$ cat src/sv/qfrc_pkg.sv
`timescale 1ns / 1ps
// Shared widths, codes, reset values and handshake types of the fair-rate controller.
package qfrc_pkg;

  localparam int RateW   = 17;
  localparam int QueueW  = 24;
  localparam int PortW   = 2;
  localparam int ActW    = 2;
  localparam int CfgW    = 24;
  localparam int CfgIdxW = 3;

  // Signed queue differences and the unclamped rate.
  localparam int DiffW = QueueW + 1;
  localparam int NrW   = 25;

  // Gain coefficient is unsigned Q1.16; the quotient part below one is 16 bits.
  localparam int CoefW = 17;
  localparam int QuotW = 16;

  localparam int DEF_PORTS = 4;

  localparam logic [ActW-1:0] ACT_DROP  = 2'd0;
  localparam logic [ActW-1:0] ACT_HALVE = 2'd1;
  localparam logic [ActW-1:0] ACT_PI    = 2'd2;

  localparam logic [CfgIdxW-1:0] REG_RATE_MIN  = 3'd0;
  localparam logic [CfgIdxW-1:0] REG_RATE_MAX  = 3'd1;
  localparam logic [CfgIdxW-1:0] REG_QUEUE_MAX = 3'd2;
  localparam logic [CfgIdxW-1:0] REG_QUEUE_MID = 3'd3;
  localparam logic [CfgIdxW-1:0] REG_QUEUE_REF = 3'd4;
  localparam logic [CfgIdxW-1:0] REG_LINK_RATE = 3'd5;

  localparam logic [RateW-1:0]  RATE_MIN_RST  = 17'd100;
  localparam logic [RateW-1:0]  RATE_MAX_RST  = 17'd10000;
  localparam logic [QueueW-1:0] QUEUE_MAX_RST = 24'd210000;
  localparam logic [QueueW-1:0] QUEUE_MID_RST = 24'd150000;
  localparam logic [QueueW-1:0] QUEUE_REF_RST = 24'd75000;
  localparam logic [RateW-1:0]  LINK_RATE_RST = 17'd10000;

  // Q0.24 gains, rounded to nearest: 0.4/128 and 0.4/32.
  localparam logic [15:0] GAIN_A = 16'd52429;
  localparam logic [17:0] GAIN_B = 18'd209715;

  localparam logic [CoefW-1:0] COEF_ONE = 17'd65536;
  localparam logic [CoefW-1:0] COEF_MIN = 17'd1024;

  typedef struct packed {
    logic                    start;
    logic [DiffW-1:0]        qerr;    // q - queue_ref, two's complement
    logic [DiffW-1:0]        qdelta;  // q - avg, two's complement
    logic [RateW-1:0]        rate;
    logic                    coef_full;
  } pi_req_t;

  typedef struct packed {
    logic                    done;
    logic signed [NrW-1:0]   rate;
  } pi_rsp_t;

endpackage

$ cat src/sv/queue_fair_rate_controller.sv
`timescale 1ns / 1ps
// Top level of the per-port fair-rate controller.
//
// Each request on the input channel carries a port index and that port's queue
// occupancy in bytes. The block answers every request with exactly one result:
// the new clamped rate in Mbps and the action taken (drop, halve or PI step).
// Both channels use valid and stall; a request moves at an edge with valid high
// and stall low. Port indexes at or above PORTS wrap around.
// A drop or halve goes from the decision step straight to the clamp step; a PI
// step first runs two bit-serial passes, one over the queue differences (the
// link-rate division runs alongside) and one over the gain coefficient. One
// request is in flight at a time: a new request is taken only once the previous
// one has been moved into the output register.
// The result sits in an output register; while the receiver stalls it holds,
// and the block already takes and works on the next request, waiting at the end
// only if the previous result has still not been taken. Configuration is a plain
// write port; the user must write it only while no request is in flight, and the
// block does not enforce this. Reset loads the register defaults, clears every
// stored queue and sets every stored rate to the default maximum rate.
module queue_fair_rate_controller import qfrc_pkg::*; #(
  parameter int PORTS = DEF_PORTS
) (
  input  logic               clk_i,
  input  logic               rst_ni,
  input  logic               cfg_we_i,
  input  logic [CfgIdxW-1:0] cfg_idx_i,
  input  logic [CfgW-1:0]    cfg_data_i,
  input  logic               in_valid_i,
  output logic               in_stall_o,
  input  logic [PortW-1:0]   port_index_i,
  input  logic [QueueW-1:0]  queue_bytes_i,
  output logic               out_valid_o,
  input  logic               out_stall_i,
  output logic [RateW-1:0]   new_rate_o,
  output logic [ActW-1:0]    action_o
);

  localparam int PortIdxW = (PORTS > 1) ? $clog2(PORTS) : 1;
  localparam logic [4:0] PortsC = 5'(PORTS);

  localparam logic [1:0] ST_IDLE    = 2'd0;
  localparam logic [1:0] ST_DECIDE  = 2'd1;
  localparam logic [1:0] ST_PI_WAIT = 2'd2;
  localparam logic [1:0] ST_CLAMP   = 2'd3;

  function automatic logic [PortIdxW-1:0] wrap_port(input logic [PortW-1:0] v);
    logic [4:0] t;
    t = 5'(v);
    for (int i = 0; i < 3; i++) begin
      if (t >= PortsC) begin
        t = t - PortsC;
      end
    end
    return t[PortIdxW-1:0];
  endfunction

  logic [RateW-1:0]      rate_min_q, rate_max_q, link_rate_q;
  logic [QueueW-1:0]     queue_max_q, queue_mid_q, queue_ref_q;

  logic [QueueW-1:0]     prev_queue_q [PORTS];
  logic [RateW-1:0]      cur_rate_q [PORTS];

  logic [1:0]            st_q, st_d;
  logic [PortIdxW-1:0]   port_q;
  logic [QueueW-1:0]     queue_q;
  logic signed [NrW-1:0] nr_q;
  logic [ActW-1:0]       act_q;
  logic                  out_valid_q;
  logic [RateW-1:0]      out_rate_q;
  logic [ActW-1:0]       out_act_q;

  logic                  in_accept, out_load;
  logic [QueueW-1:0]     prev_q;
  logic [RateW-1:0]      rate_r;
  logic signed [DiffW-1:0] growth;
  logic [DiffW-1:0]      qp_sum;
  logic [QueueW-1:0]     avg, thr;
  logic                  do_drop, do_halve, low_queue, rate_ge;
  logic signed [NrW-1:0] rmin_ext, rmax_ext, nr_lo, nr_cl;
  pi_req_t               pi_req;
  pi_rsp_t               pi_rsp;

  assign in_accept  = in_valid_i && !in_stall_o;
  assign in_stall_o = (st_q != ST_IDLE);
  assign out_load   = (st_q == ST_CLAMP) && (!out_valid_q || !out_stall_i);

  assign prev_q   = prev_queue_q[port_q];
  assign rate_r   = cur_rate_q[port_q];
  assign growth   = $signed({1'b0, queue_q}) - $signed({1'b0, prev_q});
  assign do_drop  = (queue_q > queue_max_q) && (growth > $signed({1'b0, queue_max_q}));
  assign do_halve = (growth > $signed({1'b0, queue_mid_q}));
  assign qp_sum   = {1'b0, queue_q} + {1'b0, prev_q};
  assign avg      = qp_sum[DiffW-1:1];
  assign thr      = {3'b000, queue_ref_q[QueueW-1:3]};
  assign low_queue = (queue_q < thr) && (avg < thr);
  // Rate at least half the link rate saturates the coefficient at one.
  assign rate_ge  = ({rate_r, 1'b0} >= {1'b0, link_rate_q});

  always_comb begin
    pi_req.start     = (st_q == ST_DECIDE) && !do_drop && !do_halve;
    pi_req.qerr      = {1'b0, queue_q} - {1'b0, queue_ref_q};
    pi_req.qdelta    = {1'b0, queue_q} - {1'b0, avg};
    pi_req.rate      = rate_r;
    pi_req.coef_full = low_queue || rate_ge;
  end

  qfrc_pi_unit u_pi (
    .clk_i       (clk_i),
    .rst_ni      (rst_ni),
    .req_i       (pi_req),
    .link_rate_i (link_rate_q),
    .rsp_o       (pi_rsp)
  );

  // The maximum is applied last, so it wins when the minimum lies above it.
  assign rmin_ext = $signed(NrW'(rate_min_q));
  assign rmax_ext = $signed(NrW'(rate_max_q));
  assign nr_lo    = (nr_q < rmin_ext) ? rmin_ext : nr_q;
  assign nr_cl    = (nr_lo > rmax_ext) ? rmax_ext : nr_lo;

  always_comb begin
    st_d = st_q;
    case (st_q)
      ST_IDLE: begin
        if (in_accept) begin
          st_d = ST_DECIDE;
        end
      end
      ST_DECIDE: begin
        st_d = (do_drop || do_halve) ? ST_CLAMP : ST_PI_WAIT;
      end
      ST_PI_WAIT: begin
        if (pi_rsp.done) begin
          st_d = ST_CLAMP;
        end
      end
      ST_CLAMP: begin
        if (out_load) begin
          st_d = ST_IDLE;
        end
      end
      default: begin
        st_d = ST_IDLE;
      end
    endcase
  end

  always_ff @(posedge clk_i or negedge rst_ni) begin
    if (!rst_ni) begin
      st_q        <= ST_IDLE;
      out_valid_q <= 1'b0;
      rate_min_q  <= RATE_MIN_RST;
      rate_max_q  <= RATE_MAX_RST;
      queue_max_q <= QUEUE_MAX_RST;
      queue_mid_q <= QUEUE_MID_RST;
      queue_ref_q <= QUEUE_REF_RST;
      link_rate_q <= LINK_RATE_RST;
      for (int i = 0; i < PORTS; i++) begin
        prev_queue_q[i] <= '0;
        cur_rate_q[i]   <= RATE_MAX_RST;
      end
    end else begin
      st_q <= st_d;
      if (out_load) begin
        out_valid_q          <= 1'b1;
        prev_queue_q[port_q] <= queue_q;
        cur_rate_q[port_q]   <= nr_cl[RateW-1:0];
      end else if (!out_stall_i) begin
        out_valid_q <= 1'b0;
      end
      if (cfg_we_i) begin
        case (cfg_idx_i)
          REG_RATE_MIN:  rate_min_q  <= cfg_data_i[RateW-1:0];
          REG_RATE_MAX:  rate_max_q  <= cfg_data_i[RateW-1:0];
          REG_QUEUE_MAX: queue_max_q <= cfg_data_i[QueueW-1:0];
          REG_QUEUE_MID: queue_mid_q <= cfg_data_i[QueueW-1:0];
          REG_QUEUE_REF: queue_ref_q <= cfg_data_i[QueueW-1:0];
          REG_LINK_RATE: link_rate_q <= cfg_data_i[RateW-1:0];
          default: begin
          end
        endcase
      end
    end
  end

  always_ff @(posedge clk_i) begin
    if (in_accept) begin
      port_q  <= wrap_port(port_index_i);
      queue_q <= queue_bytes_i;
    end
    if (st_q == ST_DECIDE) begin
      if (do_drop) begin
        nr_q  <= rmin_ext;
        act_q <= ACT_DROP;
      end else if (do_halve) begin
        nr_q  <= $signed(NrW'(rate_r[RateW-1:1]));
        act_q <= ACT_HALVE;
      end else begin
        act_q <= ACT_PI;
      end
    end
    if ((st_q == ST_PI_WAIT) && pi_rsp.done) begin
      nr_q <= pi_rsp.rate;
    end
    if (out_load) begin
      out_rate_q <= nr_cl[RateW-1:0];
      out_act_q  <= act_q;
    end
  end

  assign out_valid_o = out_valid_q;
  assign new_rate_o  = out_rate_q;
  assign action_o    = out_act_q;

  a_pi_done_when_waiting: assert property (@(posedge clk_i) disable iff (!rst_ni)
    pi_rsp.done |-> (st_q == ST_PI_WAIT))
    else $error("PI unit finished while no request waited for it");

  a_accept_starts_decision: assert property (@(posedge clk_i) disable iff (!rst_ni)
    in_accept |=> (st_q == ST_DECIDE))
    else $error("accepted request did not enter the decision step");

  a_action_code_valid: assert property (@(posedge clk_i) disable iff (!rst_ni)
    out_valid_o |-> (action_o == ACT_DROP || action_o == ACT_HALVE || action_o == ACT_PI))
    else $error("result carries an undefined action code");

  a_result_within_max: assert property (@(posedge clk_i) disable iff (!rst_ni)
    out_load |-> (nr_cl <= rmax_ext))
    else $error("clamped rate exceeds the maximum rate");

endmodule

$ cat src/sv/qfrc_pi_unit.sv
`timescale 1ns / 1ps
// Bit-serial PI step: gain products, coefficient division and the scaled correction.
module qfrc_pi_unit import qfrc_pkg::*; (
  input  logic             clk_i,
  input  logic             rst_ni,
  input  pi_req_t          req_i,
  input  logic [RateW-1:0] link_rate_i,
  output pi_rsp_t          rsp_o
);

  localparam int AccW     = 21;
  localparam int SumW     = AccW + DiffW;
  localparam int GainSumW = 19;
  localparam int FracW    = 40;
  localparam int CorrShift = FracW - CoefW;
  localparam int CorrW    = SumW - CorrShift;
  localparam int CntW     = $clog2(DiffW);

  localparam logic [2:0] S_IDLE = 3'd0;
  localparam logic [2:0] S_MUL1 = 3'd1;
  localparam logic [2:0] S_LOAD = 3'd2;
  localparam logic [2:0] S_MUL2 = 3'd3;
  localparam logic [2:0] S_FIN  = 3'd4;

  logic [2:0]            st_q, st_d;
  logic [CntW-1:0]       cnt_q, cnt_d;
  logic                  done_q, done_d;

  logic [DiffW-1:0]      x_q, y_q;
  logic [AccW-1:0]       acc_q;
  logic [DiffW-1:0]      lo_q;
  logic [RateW-1:0]      rem_q;
  logic [QuotW-1:0]      quot_q;
  logic                  full_q;
  logic [RateW-1:0]      r_q;
  logic [SumW-1:0]       mag_q;
  logic                  neg_q;
  logic [CoefW-1:0]      coef_q;
  logic [SumW-1:0]       hi_q;
  logic signed [NrW-1:0] rate_q;

  logic [GainSumW-1:0]   addend;
  logic [AccW:0]         acc_ext, add_ext, sum1;
  logic                  last1, last2;
  logic [RateW:0]        rem2, link_ext;
  logic                  rem_ge;
  logic [SumW-1:0]       s_val;
  logic [SumW:0]         sum2;
  logic [CorrW-1:0]      corr;
  logic [CoefW-1:0]      quot_ext;

  // One bit of each difference per cycle; the last bit carries negative weight.
  assign addend  = (x_q[0] ? GainSumW'(GAIN_A) : '0) + (y_q[0] ? GainSumW'(GAIN_B) : '0);
  assign acc_ext = {acc_q[AccW-1], acc_q};
  assign add_ext = (AccW + 1)'(addend);
  assign last1   = (cnt_q == CntW'(DiffW - 1));
  assign sum1    = last1 ? (acc_ext - add_ext) : (acc_ext + add_ext);

  // Restoring division of rate * 2^17 by the link rate, one quotient bit per cycle.
  assign rem2     = {rem_q, 1'b0};
  assign link_ext = {1'b0, link_rate_i};
  assign rem_ge   = (rem2 >= link_ext);

  assign s_val    = {acc_q, lo_q};
  assign quot_ext = {1'b0, quot_q};
  assign sum2     = {1'b0, hi_q} + {1'b0, (coef_q[0] ? mag_q : '0)};
  assign last2    = (cnt_q == CntW'(CoefW - 1));
  assign corr     = hi_q[SumW-1:CorrShift];

  always_comb begin
    st_d   = st_q;
    cnt_d  = cnt_q;
    done_d = 1'b0;
    case (st_q)
      S_IDLE: begin
        if (req_i.start) begin
          st_d  = S_MUL1;
          cnt_d = '0;
        end
      end
      S_MUL1: begin
        cnt_d = cnt_q + 1'b1;
        if (last1) begin
          st_d = S_LOAD;
        end
      end
      S_LOAD: begin
        st_d  = S_MUL2;
        cnt_d = '0;
      end
      S_MUL2: begin
        cnt_d = cnt_q + 1'b1;
        if (last2) begin
          st_d = S_FIN;
        end
      end
      S_FIN: begin
        st_d   = S_IDLE;
        done_d = 1'b1;
      end
      default: begin
        st_d = S_IDLE;
      end
    endcase
  end

  always_ff @(posedge clk_i or negedge rst_ni) begin
    if (!rst_ni) begin
      st_q   <= S_IDLE;
      cnt_q  <= '0;
      done_q <= 1'b0;
    end else begin
      st_q   <= st_d;
      cnt_q  <= cnt_d;
      done_q <= done_d;
    end
  end

  always_ff @(posedge clk_i) begin
    case (st_q)
      S_IDLE: begin
        if (req_i.start) begin
          x_q    <= req_i.qerr;
          y_q    <= req_i.qdelta;
          acc_q  <= '0;
          r_q    <= req_i.rate;
          full_q <= req_i.coef_full;
          // When the coefficient is not saturated, 2 * rate is below the link rate.
          rem_q  <= req_i.coef_full ? '0 : {req_i.rate[RateW-2:0], 1'b0};
        end
      end
      S_MUL1: begin
        x_q   <= {1'b0, x_q[DiffW-1:1]};
        y_q   <= {1'b0, y_q[DiffW-1:1]};
        acc_q <= sum1[AccW:1];
        lo_q  <= {sum1[0], lo_q[DiffW-1:1]};
        if (cnt_q < CntW'(QuotW)) begin
          rem_q  <= rem_ge ? RateW'(rem2 - link_ext) : rem2[RateW-1:0];
          quot_q <= {quot_q[QuotW-2:0], rem_ge};
        end
      end
      S_LOAD: begin
        neg_q  <= s_val[SumW-1];
        mag_q  <= s_val[SumW-1] ? (~s_val + 1'b1) : s_val;
        hi_q   <= '0;
        if (full_q) begin
          coef_q <= COEF_ONE;
        end else if (quot_ext < COEF_MIN) begin
          coef_q <= COEF_MIN;
        end else begin
          coef_q <= quot_ext;
        end
      end
      S_MUL2: begin
        hi_q   <= sum2[SumW:1];
        coef_q <= {1'b0, coef_q[CoefW-1:1]};
      end
      S_FIN: begin
        // The correction is truncated toward zero, so its sign is applied last.
        if (neg_q) begin
          rate_q <= $signed(NrW'(r_q)) + $signed(NrW'(corr));
        end else begin
          rate_q <= $signed(NrW'(r_q)) - $signed(NrW'(corr));
        end
      end
      default: begin
      end
    endcase
  end

  assign rsp_o.done = done_q;
  assign rsp_o.rate = rate_q;

endmodule
$ cat config.mk
export PLATFORM = sky130hd
export DESIGN_NAME = queue_fair_rate_controller
export DESIGN_NICKNAME = d
export VERILOG_FILES = /design/src/sv/qfrc_pkg.sv /design/src/sv/queue_fair_rate_controller.sv /design/src/sv/qfrc_pi_unit.sv
export SDC_FILE = /design/constraint.sdc
export NUM_CORES = 2
export LEC_CHECK = 0
export CORE_UTILIZATION = 50
export CTS_CLUSTER_DIAMETER = 40
export DETAILED_ROUTE_END_ITERATION = 10
export DONT_BUFFER_PORTS = 1
export MAX_ROUTING_LAYER = met4
export SYNTH_ARGS = -nofsm -noshare
export SYNTH_HDL_FRONTEND = slang
export SYNTH_HIERARCHICAL = 1
export SYNTH_SLANG_ARGS = --single-unit
$ cat constraint.sdc
create_clock -name clk_i -period 16.1 [get_ports clk_i]
set_clock_uncertainty 0.2 [all_clocks]
set_input_delay 0.805 -clock clk_i [delete_from_list [all_inputs] [get_ports clk_i]]
set_output_delay 0.805 -clock clk_i [all_outputs]
set_load 0.01 [all_outputs]
# --- After elaboration in Yosys (flattened, before gate mapping) ---
# Cells that the tools add are included.
word_totals:
  regBits: 653
  in_bits: 58
  out_inout_bits: 21
  wordCells: 183
classes:
  addsub: 13
  magnitude_cmp: 13
  eq_ne: 22
  mux: 54
  bitwise: 2
  reduce_logical: 40
op_table:
  columns: ["cell", "n"]
  rows:
  - ["$mux W25", 8]
  - ["$mux W17", 9]
  - ["$pmux W25 S2", 2]
  - ["$bwmux W96", 1]
  - ["$pmux W46 S2", 1]
  - ["$sub A24 B24 Y25", 3]
  - ["$mux W24", 3]
  - ["$bwmux W68", 1]
  - ["$pmux W17 S2", 2]
  - ["$gt A25 B25 Y1", 2]
  - ["$bmux W24 S2", 1]
  - ["$demux W24 S2", 1]
  - ["$lt A24 B21 Y1", 2]
  - ["$add A46 B46 Y47", 1]
  - ["$add A46 B1 Y46 const B", 1]
  - ["$mux W46", 1]
  - ["$not A46 Y46", 1]
  - ["$mux W45", 1]
  - ["$pmux W21 S2", 1]
  - ["$ge A18 B17 Y1", 2]
  - ["$bmux W17 S2", 1]
  - ["$demux W17 S2", 1]
  - ["$mux W16", 2]
  - ["$add A24 B24 Y25", 1]
  - ["43 further kinds", 95]

# --- Logic depth before layout (Yosys ltp) ---
depth:
  word_depth: 12
  mapped_depth: 32

# --- Modules after synthesis ---
# The synthesis kept the hierarchy.
modules_own_cells:
  columns: ["module", "n_inst", "cells_per_inst", "area_per_inst_um2", "seq_area_each_um2"]
  rows:
  - ["queue_fair_rate_controller", 1, 2233, 23140.9, 9489.1]
  - ["qfrc_pi_unit", 1, 1761, 17824.6, 8693.3]

# --- Worst setup path before layout ---
# Ideal clock, no wire load.
synth_timing:
  path_kind: "reg-to-reg"
  startpoint: "register port_q[0]"
  endpoint: "register u_pi.acc_q[0], enable pin"
  setup_time_ns: 0.431
  arrival_ns: 7.360
  path_slack_ns: 8.109
  path_stages_with_launch: 26
  n_path_buf: 3
  cell_sequence: "edfxtp_1 clkbuf_1 clkbuf_1 buf_2 mux4_2 ha_1 fa_1 nand2b_4 a211oi_2 o21a_2 o41ai_4 o21ai_0 a31oi_1 xnor2_1 ha_1 a21o_1 a21o_1 a21o_1 a21oi_1 nor2b_1 a2111oi_0 nor3b_2 or2_1 nor2_1 nand3_1 nand2_1"
synth_rtl:
  columns: ["item", "line_no", "source"]
  rows:
  - ["start: declaration", "queue_fair_rate_controller.sv:64", "logic [PortIdxW-1:0] port_q;"]
  - ["start signal: assignment", "queue_fair_rate_controller.sv:188", "port_q <= wrap_port(port_index_i);"]
  - ["end signal: assignment", "qfrc_pi_unit.sv:135", "acc_q <= sum1[AccW:1];"]
  - ["end: declaration", "qfrc_pi_unit.sv:30", "logic [AccW-1:0] acc_q;"]

==> results.ini <==
[run_status]
status = finished with violations
violations = DRC

[worst_setup_path]
cp_max_fo = 71
endpoint_kind = flop
rr_worst_depth = 23
critical_path_class = flop to flop
crit_arrival_ps = 7660
crit_required_ps = 16180
r2r_start = port_q[0]
startpoint = port_q[0]
cp-start-kind = flop

[floorplan]
die_area_um2 = 83080
fp.dieH_um = 288.2
dieWidth_um = 288.2
core.rowCount = 104
start_util_pct = 50.70
core_um2 = 80810
pin_count = 79

[clocking]
clock_sinks = 653
cts_max_level = 3
post_cts_buffers = 0
clkTransAtPathRegs_ps = 50
clk_latency_ps = 690
post_cts_resized = 0
cts-buffers-inserted = 115
cts_root_buf = clkbuf_16
clk_path_buf_depth = 3
tritoncts = yes

[logic_synthesis]
synth_top_area_share_pct = 25.95
synth_top_family_by_area = compound AO/OA/AOI/OAI gates
netlist_instances = 3994
ys_types = 94
ys_top_cells_by_count = 459 x nand2_1, 396 x ha_1, 354 x edfxtp_1
syn_nets = 4457
muxShareOfSynthArea_pct = 7.385
ys_warn_count = 6
ys_ff_latch = 653
synth-compound-area-share_pct = 13.94
synthXorXnorAreaFrac_pct = 4.468
synth.cell_area_um2 = 40970
ys.flop_type = edfxtp_1
synth_edf_count = 354
synth-simple-area-share_pct = 12.93
synth.avg_cell_area_um2 = 10.26
yosysSeqAreaShare_pct = 44.38
synth.most_common_cell = nand2_1
yosys.area.top_type = edfxtp_1
synthTopCellsByArea = edfxtp_1 26%, dfrtp_1 15%, ha_1 12%
synth_fa_ha_area_share_pct = 12.53
ys_async_sr_fraction_pct = 45.79

[timing]
period_share_pct = 47.06
rsz0062_at_grt = false
relSlewSlack_pct = 16.68
finalWorstSetupSlack_ps = 8523
fin_tns_setup_ps = 0
slew_violations = 0
fin_crit_ps = 7577
tightest_slew_ps = 1240
holdWs_ps = 37.13
achievable-frequency_mhz = 132.0
setup_viol = 0
hold_violations = 0

[final_layout]
num-fill-cells = 7017
drive_gt1_share_pct = 12.81
area.sequential_um2 = 18180
fin_area_um2 = 46500
multi_input_area_um2 = 21090
final_nets = 4509
fin_util_pct = 57.54
synthToLayoutAreaGrowth_pct = 13.51

[detailed_routing]
wl_um = 105100
postRouteAntennaNets = 0
routedWlPerCell_um = 20.19
drtPass1Iterations = 9
via_per_inst = 5.669
drc = 6
num_vias = 29520
drtIter0Drc = 1892

[grt]
antenna_found_initial = 4
grt_pass1_wl_um = 166800
grt_pass1_vias = 29390
track_usage_pct = 26.58
grt_max_degree = 300
grt_remaining_overflow = 0

[place]
gp_congestion = 0.9223
hpwl_um = 75890
portBuffers = 0
place_area_um2 = 42060
pre_cts_ws_ps = 8461

[run]
maxCapViolCount = 0

[power_and_ir_drop]
ir_drop_v = 0.0001346
p_leak_nw = 20.03
power_density_nw_per_um2 = 242.1

[hold_path]
min_from = cfg_data_i[13]
hold_depth = 2
min_path_type = input pin to flop

cells in the final DEF (no fill, tap or decap), types with 13 or more instances in the layout:
cell / n
or4_1: 13
o21a_1: 28
o21ai_1: 29
a31oi_1: 28
nor2_1: 225
and2_1: 54
nand4_1: 42
dlygate4sd3_1: 35
nand2_1: 457
nor2b_1: 43
nor4_1: 15
o21bai_1: 32
edfxtp_1: 354
o21ai_0: 271
dfstp_2: 56
or3_1: 15
nor3_1: 52
nand2b_1: 38
xnor2_1: 152
inv_6: 23
and3_1: 36
buf_4: 34
mux4_2: 41
dfrtp_1: 243
clkbuf_16: 121
mux2_2: 152
inv_1: 319
a211oi_1: 24
nand3_1: 62
a21oi_1: 243
o31ai_1: 27
ha_1: 396
xor2_1: 57
o211ai_1: 17
mux2i_1: 39
a21o_1: 98
clkbuf_1: 14
path summary, 6_finish.rpt:
check | end | slack, ps
worst max-delay path | u_pi/y_q[22] | 8520
min in group asynchronous | prev_queue_q[71] | 560
worst min register to register | u_pi/quot_q[5] | 250
worst max register to register | u_pi/y_q[22] | 8520
max in group asynchronous | rate_min_q[13] | 13830
worst min-delay path | rate_max_q[13] | 40
registers in the layout, indices dropped and copies added, names as in the netlist, 21 cells and up:
register / flops
u_pi/lo_q: 25
nr_q: 25
queue_ref_q: 24
queue_mid_q: 24
u_pi/y_q: 25
cur_rate_q: 68
u_pi/x_q: 25
queue_q: 24
prev_queue_q: 96
queue_max_q: 24
u_pi/acc_q: 21
u_pi/rate_q: 25
u_pi/hi_q: 46
u_pi/mag_q: 46
final cells by class:
type / count / share of cell area, %
antenna: 2 / 0.01076
clock buffer: 139 / 6.743
clock inverter: 78 / 1.921
inverter: 321 / 2.594
multi-input combinational: 2884 / 45.35
sequential: 653 / 39.10
tap: 1060 / 2.852
timing repair buffer: 71 / 1.421
logic make-up (layout without fill, tap and decap cells):
kind of cell	count (synthesis)	in the layout
flip-flops	653	653
XOR/XNOR	209	209
AO/OA/AOI/OAI	917	917
other	0	2
multiplexers	232	232
buffers and inverters	457	609
adder cells (fa/ha/maj)	405	405
AND/OR/NAND/NOR	1121	1121
what timing repair did:
action                                  4_1_cts  5_1_grt
endpoints found under the setup margin        0        0
hold endpoints to repair                    332      108
hold buffers                                 35        1
metal layers:
layer  global-route usage [%]  vias up  wire length [um]
li1                         -    14490                 -
met5                        -        -                 0
met3                    3.807      187              4268
met4                    7.831        0              3068
met2                    42.27      560             48860
met1                    35.31    14280             48930
critical path, cell delays in order, from the launching register on:
cell	delay, ps
edfxtp_1	320
buf_4	710
mux4_2	620
ha_1	230
fa_1	400
nand2b_4	160
a211oi_2	240
o21a_2	230
o41ai_4	100
o21ai_0	280
a31oi_1	150
xnor2_1	230
ha_1	290
a21o_1	180
a21o_1	170
a21o_1	170
a21oi_1	130
nor2b_1	60
a2111oi_0	550
nor3b_2	180
or2_1	260
nor2_1	240
nand3_1	230
nand2_4	730
power by group:
group	switching (mW)	internal, mW
Sequential	0.404	2.67
Combinational	3.33	2.35
Clock	0.926	1.58
Total	4.66	6.60
through the flow:
stage | total power [mW] | std cells
4_1_cts | 11.31 | 5204
3_3_place_gp | 8.659 | 4952
6_report | 11.26 | 5208
5_1_grt | 12.18 | 5207
3_5_place_dp | 8.715 | 4952
2_1_floorplan | 7.298 | 3994
Note: power is estimated with default switching activity, not from simulation.
